## config.mk

```make
export PLATFORM = sky130hd
export DESIGN_NAME = centered_fir_convolver_top
export DESIGN_NICKNAME = d
export VERILOG_FILES = /design/src/rtl/core/cfc_pkg.sv /design/src/rtl/core/cfc_ram.sv /design/src/rtl/core/centered_fir_convolver_top.sv
export SDC_FILE = /design/constraint.sdc
export NUM_CORES = 2
export LEC_CHECK = 0
export BUFFER_PORTS_ARGS = -buffer_cell sky130_fd_sc_hd__buf_2
export CAP_MARGIN = 40
export CELL_PAD_IN_SITES_DETAIL_PLACEMENT = 0
export CELL_PAD_IN_SITES_GLOBAL_PLACEMENT = 1
export CORE_MARGIN = 8
export CORE_UTILIZATION = 57
export CTS_CLUSTER_DIAMETER = 50
export DETAILED_ROUTE_END_ITERATION = 6
export HOLD_SLACK_MARGIN = 0.05
export PLACE_DENSITY = 0.95
export SETUP_SLACK_MARGIN = 0.4
export SLEW_MARGIN = 5
export SYNTH_ARGS = -nofsm -noshare
export SYNTH_HDL_FRONTEND = slang
export SYNTH_SLANG_ARGS = --single-unit
```

## constraint.sdc

```tcl
create_clock -name clk_i -period 11.8 [get_ports clk_i]
set_input_delay 2.95 -clock clk_i [delete_from_list [all_inputs] [get_ports clk_i]]
set_output_delay 2.95 -clock clk_i [all_outputs]
set_load 0.01 [all_outputs]
```

## src/rtl/core/cfc_pkg.sv

```systemverilog
// ----------------------------------------------------------------------------
// cfc_pkg
// Shared types, constants and helpers for the centered FIR convolver.
// ----------------------------------------------------------------------------
`default_nettype none

package cfc_pkg;

  localparam int MAX_TAPS    = 15;
  localparam int SAMPLE_BITS = 16;
  localparam int COEF_W      = 16;
  localparam int CNT_W       = 4;
  localparam int ADDR_W      = $clog2(MAX_TAPS);
  localparam int PROD_W      = SAMPLE_BITS + COEF_W;
  localparam int ACC_W       = PROD_W + $clog2(MAX_TAPS) + 1;
  localparam int FRAC_W      = 15;

  localparam int IN_TDATA_W  = 40;
  localparam int OUT_TDATA_W = 16;

  localparam int TAP_LIM     = (MAX_TAPS % 2 == 1) ? MAX_TAPS : MAX_TAPS - 1;

  localparam logic FUNC_TAP    = 1'b0;
  localparam logic FUNC_SAMPLE = 1'b1;

  typedef enum logic [2:0] {
    ST_IDLE,
    ST_FLUSH,
    ST_MAC,
    ST_DRAIN,
    ST_FINISH
  } cfc_state_e;

  function automatic logic [CNT_W-1:0] taps_in_use(input logic [CNT_W-1:0] tc);
    logic [CNT_W-1:0] k;
    k = tc | CNT_W'(1);
    if (k > CNT_W'(TAP_LIM)) begin
      k = CNT_W'(TAP_LIM);
    end
    return k;
  endfunction

  function automatic logic [ADDR_W-1:0] ptr_next(input logic [ADDR_W-1:0] p);
    return (p == ADDR_W'(MAX_TAPS - 1)) ? '0 : p + ADDR_W'(1);
  endfunction

  function automatic logic [ADDR_W-1:0] ptr_prev(input logic [ADDR_W-1:0] p);
    return (p == '0) ? ADDR_W'(MAX_TAPS - 1) : p - ADDR_W'(1);
  endfunction

endpackage

`default_nettype wire

```

## src/rtl/core/cfc_ram.sv

```systemverilog
// ----------------------------------------------------------------------------
// cfc_ram
// Generic single-write, single-read RAM with a registered read port.
// ----------------------------------------------------------------------------
`default_nettype none

module cfc_ram #(
  parameter int WIDTH = 16,
  parameter int DEPTH = 16
) (
  input  wire logic                     clk_i,
  input  wire logic                     we_i,
  input  wire logic [$clog2(DEPTH)-1:0] waddr_i,
  input  wire logic [WIDTH-1:0]         wdata_i,
  input  wire logic [$clog2(DEPTH)-1:0] raddr_i,
  output      logic [WIDTH-1:0]         rdata_o
);

  logic [WIDTH-1:0] mem_q [DEPTH];
  logic [WIDTH-1:0] rdata_q;

  always_ff @(posedge clk_i) begin
    if (we_i) begin
      mem_q[waddr_i] <= wdata_i;
    end
    rdata_q <= mem_q[raddr_i];
  end

  assign rdata_o = rdata_q;

endmodule

`default_nettype wire

```

## src/rtl/core/centered_fir_convolver_top.sv

```systemverilog
// ----------------------------------------------------------------------------
// centered_fir_convolver_top
// Centered FIR filter over zero-padded sample runs, odd kernel, Q1.15 taps.
// ----------------------------------------------------------------------------
//  channel  | dir | handshake              | payload
//  s_axis   | in  | tvalid/tready          | tdata: tap_index, tap_value, sample;
//           |     |                        | tuser: func; tlast: last_sample
//  m_axis   | out | tvalid/tready          | tdata: filtered; tuser: saturated;
//           |     |                        | tlast: last_out
//  cfg      | in  | cfg_we_i               | cfg_data_i: tap_count
//
//  A sample that yields an output runs one shared multiply-accumulate, which
//  reads one coefficient and one window entry per cycle from two RAMs, each
//  with one write and one registered read port; then the pipeline drains and
//  the sum is rounded. After the last sample, zeros are shifted into the window
//  to flush the remaining outputs. Reset clears all control state; the window
//  needs no clearing pass. A full output register holds the sequencer in FINISH.
// ----------------------------------------------------------------------------
`default_nettype none

module centered_fir_convolver_top
  import cfc_pkg::*;
(
  input  wire logic                   clk_i,
  input  wire logic                   rst_ni,
  input  wire logic                   s_axis_tvalid_i,
  output      logic                   s_axis_tready_o,
  // [3:0] tap_index, [19:4] tap_value, [35:20] sample, [39:36] zero
  input  wire logic [IN_TDATA_W-1:0]  s_axis_tdata_i,
  // [0] func
  input  wire logic                   s_axis_tuser_i,
  input  wire logic                   s_axis_tlast_i,
  output      logic                   m_axis_tvalid_o,
  input  wire logic                   m_axis_tready_i,
  // [15:0] filtered
  output      logic [OUT_TDATA_W-1:0] m_axis_tdata_o,
  // [0] saturated
  output      logic                   m_axis_tuser_o,
  output      logic                   m_axis_tlast_o,
  input  wire logic                   cfg_we_i,
  input  wire logic [CNT_W-1:0]       cfg_data_i
);

  cfc_state_e state_q, state_d;

  logic [CNT_W-1:0]  tap_count_q;
  logic [ADDR_W-1:0] wp_q, wp_d;
  logic [CNT_W-1:0]  seen_q, seen_d;
  logic [ADDR_W-1:0] rp_q, rp_d;
  logic [CNT_W-1:0]  j_q, j_d;
  logic [CNT_W-1:0]  rem_q, rem_d;
  logic [CNT_W-1:0]  taps_q, taps_d;
  logic [CNT_W-1:0]  half_q, half_d;
  logic              last_q, last_d;
  logic [MAX_TAPS-1:0] cvld_q;
  logic              v1_q, v2_q;
  logic              wmask_q, cmask_q;
  logic              out_valid_q;

  logic signed [PROD_W-1:0] prod_q;
  logic signed [ACC_W-1:0]  acc_q;
  logic [OUT_TDATA_W-1:0]   out_data_q;
  logic                     out_sat_q, out_last_q;

  logic [ADDR_W-1:0]      tap_idx;
  logic [COEF_W-1:0]      tap_val;
  logic [SAMPLE_BITS-1:0] smp_val;
  logic                   accept, smp_acc, tap_acc;
  logic [CNT_W-1:0]       taps_now, half_now, seen_inc;
  logic                   win_we, coef_we;
  logic [SAMPLE_BITS-1:0] win_wdata, win_rdata;
  logic [COEF_W-1:0]      coef_rdata;
  logic                   mac_start, out_load, out_last_d;
  logic                   tap_idx_ok;

  logic signed [ACC_W-1:0]  rnd, q_full;
  logic                     sat_hi, sat_lo;
  logic [OUT_TDATA_W-1:0]   filt_d;

  localparam logic signed [ACC_W-1:0] RND_K = ACC_W'(1 << (FRAC_W - 1));
  localparam logic signed [ACC_W-1:0] MAXV  = ACC_W'((1 << (SAMPLE_BITS - 1)) - 1);
  localparam logic signed [ACC_W-1:0] MINV  = -MAXV - ACC_W'(1);

  assign tap_idx    = s_axis_tdata_i[ADDR_W-1:0];
  assign tap_val    = s_axis_tdata_i[19:4];
  assign smp_val    = s_axis_tdata_i[35:20];
  assign tap_idx_ok = s_axis_tdata_i[3:0] < 4'(MAX_TAPS);

  assign accept   = s_axis_tvalid_i && s_axis_tready_o;
  assign smp_acc  = accept && (s_axis_tuser_i == FUNC_SAMPLE);
  assign tap_acc  = accept && (s_axis_tuser_i == FUNC_TAP);
  assign taps_now = taps_in_use(tap_count_q);
  assign half_now = taps_now >> 1;
  assign seen_inc = (seen_q == CNT_W'(MAX_TAPS)) ? seen_q : seen_q + CNT_W'(1);
  assign out_load = (state_q == ST_FINISH) && (!out_valid_q || m_axis_tready_i);
  assign out_last_d = last_q && (rem_q == '0);

  always_comb begin
    state_d = state_q;
    unique case (state_q)
      ST_IDLE: begin
        if (smp_acc) begin
          if (seen_inc > half_now) begin
            state_d = ST_MAC;
          end else if (s_axis_tlast_i) begin
            state_d = ST_FLUSH;
          end
        end
      end
      ST_FLUSH: begin
        if (seen_inc > half_q) begin
          state_d = ST_MAC;
        end
      end
      ST_MAC: begin
        if (j_q == taps_q - CNT_W'(1)) begin
          state_d = ST_DRAIN;
        end
      end
      ST_DRAIN: begin
        if (!v1_q && !v2_q) begin
          state_d = ST_FINISH;
        end
      end
      ST_FINISH: begin
        if (out_load) begin
          state_d = (rem_q != '0) ? ST_FLUSH : ST_IDLE;
        end
      end
      default: state_d = ST_IDLE;
    endcase
  end

  always_comb begin
    s_axis_tready_o = (state_q == ST_IDLE);
    win_we    = smp_acc || (state_q == ST_FLUSH);
    win_wdata = smp_acc ? smp_val : '0;
    coef_we   = tap_acc && tap_idx_ok;
    mac_start = (state_d == ST_MAC) && (state_q != ST_MAC);
    wp_d   = win_we ? ptr_next(wp_q) : wp_q;
    seen_d = win_we ? seen_inc : seen_q;
    if (out_load && out_last_d) begin
      seen_d = '0;
    end
    rem_d  = rem_q;
    last_d = last_q;
    taps_d = taps_q;
    half_d = half_q;
    if (smp_acc) begin
      last_d = s_axis_tlast_i;
      rem_d  = s_axis_tlast_i ? half_now : '0;
      taps_d = taps_now;
      half_d = half_now;
    end else if (state_q == ST_FLUSH) begin
      rem_d = rem_q - CNT_W'(1);
    end
    rp_d = rp_q;
    j_d  = j_q;
    if (mac_start) begin
      rp_d = wp_q;
      j_d  = '0;
    end else if (state_q == ST_MAC) begin
      rp_d = ptr_prev(rp_q);
      j_d  = j_q + CNT_W'(1);
    end
  end

  cfc_ram #(
    .WIDTH (COEF_W),
    .DEPTH (MAX_TAPS)
  ) u_coef_ram (
    .clk_i   (clk_i),
    .we_i    (coef_we),
    .waddr_i (tap_idx),
    .wdata_i (tap_val),
    .raddr_i (j_q[ADDR_W-1:0]),
    .rdata_o (coef_rdata)
  );

  cfc_ram #(
    .WIDTH (SAMPLE_BITS),
    .DEPTH (MAX_TAPS)
  ) u_win_ram (
    .clk_i   (clk_i),
    .we_i    (win_we),
    .waddr_i (wp_q),
    .wdata_i (win_wdata),
    .raddr_i (rp_q),
    .rdata_o (win_rdata)
  );

  always_comb begin
    rnd    = acc_q + RND_K;
    q_full = rnd >>> FRAC_W;
    sat_hi = q_full > MAXV;
    sat_lo = q_full < MINV;
    if (sat_hi) begin
      filt_d = MAXV[OUT_TDATA_W-1:0];
    end else if (sat_lo) begin
      filt_d = MINV[OUT_TDATA_W-1:0];
    end else begin
      filt_d = q_full[OUT_TDATA_W-1:0];
    end
  end

  always_ff @(posedge clk_i or negedge rst_ni) begin
    if (!rst_ni) begin
      state_q     <= ST_IDLE;
      tap_count_q <= CNT_W'(1);
      wp_q        <= '0;
      seen_q      <= '0;
      rp_q        <= '0;
      j_q         <= '0;
      rem_q       <= '0;
      taps_q      <= CNT_W'(1);
      half_q      <= '0;
      last_q      <= 1'b0;
      cvld_q      <= '0;
      v1_q        <= 1'b0;
      v2_q        <= 1'b0;
      wmask_q     <= 1'b0;
      cmask_q     <= 1'b0;
      out_valid_q <= 1'b0;
    end else begin
      state_q <= state_d;
      if (cfg_we_i) begin
        tap_count_q <= cfg_data_i;
      end
      wp_q   <= wp_d;
      seen_q <= seen_d;
      rp_q   <= rp_d;
      j_q    <= j_d;
      rem_q  <= rem_d;
      taps_q <= taps_d;
      half_q <= half_d;
      last_q <= last_d;
      if (coef_we) begin
        cvld_q[tap_idx] <= 1'b1;
      end
      v1_q <= (state_q == ST_MAC);
      v2_q <= v1_q;
      if (state_q == ST_MAC) begin
        wmask_q <= j_q < seen_q;
        cmask_q <= cvld_q[j_q[ADDR_W-1:0]];
      end
      if (out_load) begin
        out_valid_q <= 1'b1;
      end else if (m_axis_tready_i) begin
        out_valid_q <= 1'b0;
      end
    end
  end

  always_ff @(posedge clk_i) begin
    prod_q <= $signed(wmask_q ? win_rdata : '0) * $signed(cmask_q ? coef_rdata : '0);
    if (mac_start) begin
      acc_q <= '0;
    end else if (v2_q) begin
      acc_q <= acc_q + {{(ACC_W-PROD_W){prod_q[PROD_W-1]}}, prod_q};
    end
    if (out_load) begin
      out_data_q <= filt_d;
      out_sat_q  <= sat_hi || sat_lo;
      out_last_q <= out_last_d;
    end
  end

  assign m_axis_tvalid_o = out_valid_q;
  assign m_axis_tdata_o  = out_data_q;
  assign m_axis_tuser_o  = out_sat_q;
  assign m_axis_tlast_o  = out_last_q;

  a_wp_range: assert property (@(posedge clk_i) disable iff (!rst_ni)
    wp_q < ADDR_W'(MAX_TAPS))
    else $error("window pointer out of range");

  a_mac_count: assert property (@(posedge clk_i) disable iff (!rst_ni)
    (state_q == ST_MAC) |-> (j_q < taps_q))
    else $error("tap counter beyond tap count");

  a_load_valid: assert property (@(posedge clk_i) disable iff (!rst_ni)
    out_load |=> m_axis_tvalid_o)
    else $error("loaded result not presented");

  a_end_clear: assert property (@(posedge clk_i) disable iff (!rst_ni)
    (out_load && out_last_d) |=> (seen_q == '0 && state_q == ST_IDLE))
    else $error("sequence state not cleared after last result");

  a_finish_drained: assert property (@(posedge clk_i) disable iff (!rst_ni)
    (state_q == ST_FINISH) |-> (!v1_q && !v2_q))
    else $error("result taken before pipeline drained");

endmodule

`default_nettype wire
```

# == Word level (Yosys, flattened, before mapping) ==
# Memory sizes are Yosys's and may differ from the RTL's. A register that Yosys moved wholly into a read port is not among the register bits.
# Cells that the tools add are included.
# totals
reg_bits,142
ramBits,480
inputBits,51
out_inout_bits,20
wordCells,113
memories,2
# op_classes
add_sub_neg,8
n_mul,1
magnitude_cmp,10
n_eq_ne,9
mux,36
bitwise_logic,2
n_reduce_logical,24
# mem_list
memory,depth,width,read_ports,rd_ports_with_merged_regs,write_ports,line_no,source
u_coef_ram.mem_q,15,16,1,1,1,cfc_ram.sv:19,logic [WIDTH-1:0] mem_q [DEPTH];
u_win_ram.mem_q,15,16,1,1,1,cfc_ram.sv:19,
# op_table
operator,count
16-bit two-way mux,4
4-bit two-way mux,12
"37-bit by 16-bit adder with 37-bit output, second input constant",1
37-bit adder,1
16-bit by 16-bit multiplier with 32-bit output,1
3-bit two-way mux,8
"22-bit by 16-bit > comparator with 1-bit output, second input constant",1
"22-bit by 16-bit less-than comparator with 1-bit output, second input constant",1
15-bit bitwise OR,1
3-bit case mux with 5 select lines,1
"4-bit by 1-bit adder with 4-bit output, second input constant",3
"4-bit by 1-bit subtractor with 4-bit output, second input constant",3
1-bit logical AND,10
"4-bit by 5-bit less-than comparator with 1-bit output, second input constant",2
"3-bit by 2-bit == test with 1-bit output, second input constant",3
1-bit two-way mux,9
"4-bit == test, second input constant",2
4-bit by 3-bit > comparator with 1-bit output,2
4-bit logical NOT,2
2-bit nonzero test,4
1-bit binary-select mux with 4-bit select,1
1-bit demux with 4-bit select,1
4-bit == test,1
"4-bit by 1-bit greater-or-equal comparator with 1-bit output, second input constant",1
other kinds (11),15

# == Longest topological paths before layout ==
# logic_depth
depth_word,9
mapped_depth,25
ltp_nobuf,23

# == Cells and area by module ==
# Synthesis repeated with hierarchy kept, for this count alone.
# hier_totals
hier_cells,2879
hier_area_um2,36935.4
# modules_own_cells
mod,instances,cells_each,area_each_um2,seq_area_each_um2
cfc_ram,2,434,9593.0,7527.2
centered_fir_convolver_top,1,2011,17749.5,3173.0

# == Worst setup path after synthesis ==
# Ideal clock, no wire load.
# synth_timing
kind,register to register
start,reg wmask_q
end,reg prod_q[31]
setup_ns,0.120
arrival_time_ns,6.215
t_required_ns,11.680
path_slack_ns,5.465
stages_incl_launch_ff,22
path_buffers,2
period_less_slack_ns,6.335
cell_sequence,dfrtp_1 clkbuf_1 clkbuf_1 nand2_1 nor2_1 fa_1 fa_1 fa_1 fa_1 fa_1 inv_1 fa_1 inv_1 ha_1 and3_1 a221oi_1 o21ai_0 nor3_1 a21oi_1 a211oi_2 a21oi_1 xnor2_1
# synth_via
elab_chain_cells,2
# synth_lines
element,line_no,source
from (decl),centered_fir_convolver_top.sv:57,"logic wmask_q, cmask_q;"
from (signal assigned),centered_fir_convolver_top.sv:243,wmask_q <= j_q < seen_q;
16-bit two-way mux,centered_fir_convolver_top.sv:255,prod_q <= $signed(wmask_q ? win_rdata : '0) * $signed(cmask_q ? coef_rdata : '0);
16-bit by 16-bit multiplier with 32-bit output,centered_fir_convolver_top.sv:255,
to (signal assigned),centered_fir_convolver_top.sv:255,
to (decl),centered_fir_convolver_top.sv:60,logic signed [PROD_W-1:0] prod_q;
# Every way passes these cells.
# A chain may end at the register's enable or synchronous reset.

# == Worst setup path in the final report ==
# layout_timing
start,reg cmask_q
end,reg prod_q[31]
# layout_via
elab_chain_cells,2
# layout_lines
element,line_no,source
from (decl),centered_fir_convolver_top.sv:57,
from (signal assigned),centered_fir_convolver_top.sv:244,cmask_q <= cvld_q[j_q[ADDR_W-1:0]];
16-bit two-way mux,centered_fir_convolver_top.sv:255,
16-bit by 16-bit multiplier with 32-bit output,centered_fir_convolver_top.sv:255,
# Every way passes these cells.

==> impl_metrics.csv <==
group,metric,value,unit
worst_setup_path,r2r_start,"cmask_q$_DFFE_PN0P_",
global_route,grt_util_met1,30.01,%
clock_network,hold_buffers,0,
drt,vias,22520,
worst_setup_path,startpoint_type,"register",
sta,hold_viol,0,
power_and_ir_drop,ir_drop,0.2127,mV
sta,rsz0062_at_grt,"no",
final_layout,area_delta_synth_final,10.50,%
run,max-cap-violations,0,
hold_path,holdCritPathClass,"reg2reg",
sta,fin_crit,7.306,ns
final_layout,layout.nets,3316,
final_layout,nFillCells,4526,
worst_setup_path,arrival,7.78,ns
drt,routed_via_density,5.969,
yosys,syn_area,36410,µm²
final_layout,drive_gt1_share,13.98,%
yosys,synth-simple-area-share,9.003,%
sta,fmax,136.9,MHz
yosys,async_reset_ff_share,7.704,%
yosys,synth_top_family_by_area,"adder cells",
sta,timing.slew.headroom,38.40,%
worst_setup_path,crit_type,"reg2reg",
clock_network,insertion_delay,0.65,ns
yosys,synth_edf_count,498,
worst_setup_path,path_max_fanout,43,
sta,fin_tns_setup,0,ns
worst_setup_path,rrSetupSlack,4.49,ns
yosys,ys_seq_area_share,50.06,%
drt,wire_per_inst,22.85,µm
floorplanning,dieHeight,268.7,µm
sta,fin_crit_sh,61.92,%
power_and_ir_drop,p_leak,16.01,nW
global_route,grtUsageMet3,3.966,%
clock_network,cts_tree,"done",
worst_setup_path,r2r-end,"prod_q[31]$_DFF_P_",
drt,first_iter_violations,2366,
clock_network,post_cts_buffers,0,
yosys,synthCells,2787,
floorplanning,die_x,268.7,µm
clock_network,cts_resized,0,
global_route,top_usage_layer,"met2",
clock_network,clock_path_buffers,3,
clock_network,root_buffer,"clkbuf_16",
global_route,grt_pass1_wl,133.7,mm
hold_path,worstHoldStart,"v1_q$_DFF_PN0_",
clock_network,cts_inserted_buffers,71,
yosys,yosys_most_used_dff,"edfxtp_1",
worst_setup_path,crit_required,12.27,ns
yosys,ys.warnings.count,0,
yosys,synth-adder-area-share,19.03,%
worst_setup_path,cp-end-kind,"register",
placed_design,pre_cts_ws,4.620,ns
hold_path,hold_path_depth,0,
yosys,ys_ff_latch,649,
placed_design,place_area,37950,µm²
final_layout,fin_cells,3773,
power_and_ir_drop,power,11.35,mW
floorplanning,placementRows,92,
yosys,synth_mux_area_share,9.762,%
sta,fin_ws,4.494,ns
sta,tightest_slew,0.9241,ns
global_route,grt_max_degree,65,
sta,finClkSkew,0.06274,ns
sta,slew_viol_final,0,
run_status,status,"finished, final reports clean",
floorplanning,dieArea,72220,µm²
clock_network,clk_pin_slew,0.06,ns
floorplanning,ioPinCount,71,
floorplanning,initial_core_util,57.72,%
global_route,grt_use_total,24.12,%
placed_design,hpwl,58.20,mm
global_route,grt.overflow.total,0,
floorplanning,fp.coreArea,63080,µm²
yosys,synth_area_per_cell,13.07,µm²
yosys,synth_compound_area_share,5.608,%
final_layout,fin_util,63.78,%
yosys,synth_cell_types,88,
drt,drcViolationCount,0,
sta,setup_viol,0,
yosys,synth_xor_area_share,1.900,%
drt,finalWirelength,86.22,mm
clock_network,cts_sinks,649,
yosys,syn_nets,3234,
global_route,grt_pass1_vias,23905,
global_route,gr-usage-met2,41.72,%
placed_design,dp.cells,3642,
final_layout,post-route-cell-area,40230,µm²
worst_setup_path,reg2reg_depth,21,
power_and_ir_drop,p_per_area,282.2,nW/µm²
drt,ant_nets,0,
global_route,antenna_found_initial,3,
placed_design,place.gp.congestion,0.9248,
sta,worst_hold_slack,0.3984,ns
placed_design,portBuffers,65,
drt,firstDrtPassIters,6,
hold_path,holdPathEnd,"v2_q$_DFF_PN0_",
clock_network,htree_levels,3,
cell usage in the layout, fill, tap and decap left out, types with 71 or more instances in the layout:
cell type	instances
a21oi_1	76
clkbuf_16	71
dfxtp_1	101
edfxtp_1	498
fa_1	263
ha_1	133
inv_1	331
mux4_2	132
nand2_1	250
nor2_1	228
o21ai_0	88
flip-flops by register name (all words and copies together) (netlist names), 3 cells and up:
name and flops:
u_win_ram.rdata_o 16, tap_count_q 3, j_q 4, u_win_ram.mem_q 240, cvld_q 15, rem_q 4
seen_q 4, m_axis_tdata_o 16, acc_q 37, u_coef_ram.mem_q 240, u_coef_ram.rdata_o 16, state_q 3
rp_q 4, prod_q 32, wp_q 4, taps_q 3
kinds of logic after synthesis:
family | after synthesis
AOI/OAI and AO/OA | 310
xor gates and xnor gates | 79
adders and majority gates | 396
buffers and inverters | 441
DFF | 649
muxes | 190
and+or+nand+nor | 722
critical path, cell delays in order, from the launching register on:
cell and delay (ns):
dfrtp_1 0.33, buf_4 0.39, and2_1 0.48, nand2_1 0.17
inv_1 0.17, fa_1 0.54, fa_1 0.83, fa_1 0.51
fa_1 0.50, fa_1 0.49, inv_1 0.05, fa_1 0.48
inv_1 0.04, ha_1 0.34, and3_1 0.24, a221oi_1 0.44
o21ai_0 0.25, nor3_1 0.18, a21oi_1 0.13, a211oi_2 0.31
a21oi_1 0.12, xnor2_1 0.13
per-layer routing:
layer,part of all wire [%],vias to the layer above
li1,-,9909
met1,38,11251
met2,51,1128
met3,7.6,230
met4,3.9,2
met5,0.015,-
where the power goes:
group	internal, mW	leakage (nW)	switching (mW)
Combinational	2.59	8.92	3.50
Sequential	2.83	6.01	0.308
Clock	1.19	1.09	0.935
Total	6.61	16.0	4.74
area by class of cell:
type	count	area (µm²)	area share [%]
diodes	2	5.005	0.01244
clock buffers	95	1907	4.739
clock inverters	34	371.6	0.9236
inverters	333	1250	3.107
multi-input cells	1697	16560	41.17
flip-flops and latches	649	18240	45.33
well taps	846	1059	2.631
repair buffers	117	840.8	2.090
worst max-delay path by stage:
stage | slack, ns | from | depth (start not counted) | end
floorplan | 5.47 | wmask_q$_DFFE_PN0P_ | 21 | prod_q[31]$_DFF_P_
global placement | 4.38 | wmask_q$_DFFE_PN0P_ | 20 | prod_q[31]$_DFF_P_
detailed placement | 4.62 | cmask_q$_DFFE_PN0P_ | 21 | prod_q[31]$_DFF_P_
CTS | 4.57 | cmask_q$_DFFE_PN0P_ | 21 | prod_q[31]$_DFF_P_
global route | 4.11 | cmask_q$_DFFE_PN0P_ | 21 | prod_q[31]$_DFF_P_
finish | 4.49 | cmask_q$_DFFE_PN0P_ | 21 | prod_q[31]$_DFF_P_
cell usage after synthesis, types with 13 or more instances:
cell	number	area (µm²)
ha_1	133	1664
nand3_1	54	270.3
nor3_1	26	130.1
a21oi_1	76	380.4
nor2b_1	15	93.84
dfxtp_1	101	2022
mux4_2	132	2973
o21a_1	14	105.1
nand2b_1	18	112.6
and2_1	43	269.0
xor2_1	28	245.2
mux2i_1	57	570.6
a211oi_1	13	97.59
a21o_1	27	202.7
xnor2_1	51	446.7
buf_2	14	70.07
clkbuf_1	81	304.0
nand2_1	250	938.4
dfrtp_1	50	1251
inv_1	331	1242
or2_2	18	112.6
edfxtp_1	498	14950
nor2_1	228	855.8
fa_1	263	5265
o21ai_0	88	440.4
No activity file was read; power rests on OpenSTA's default activity.
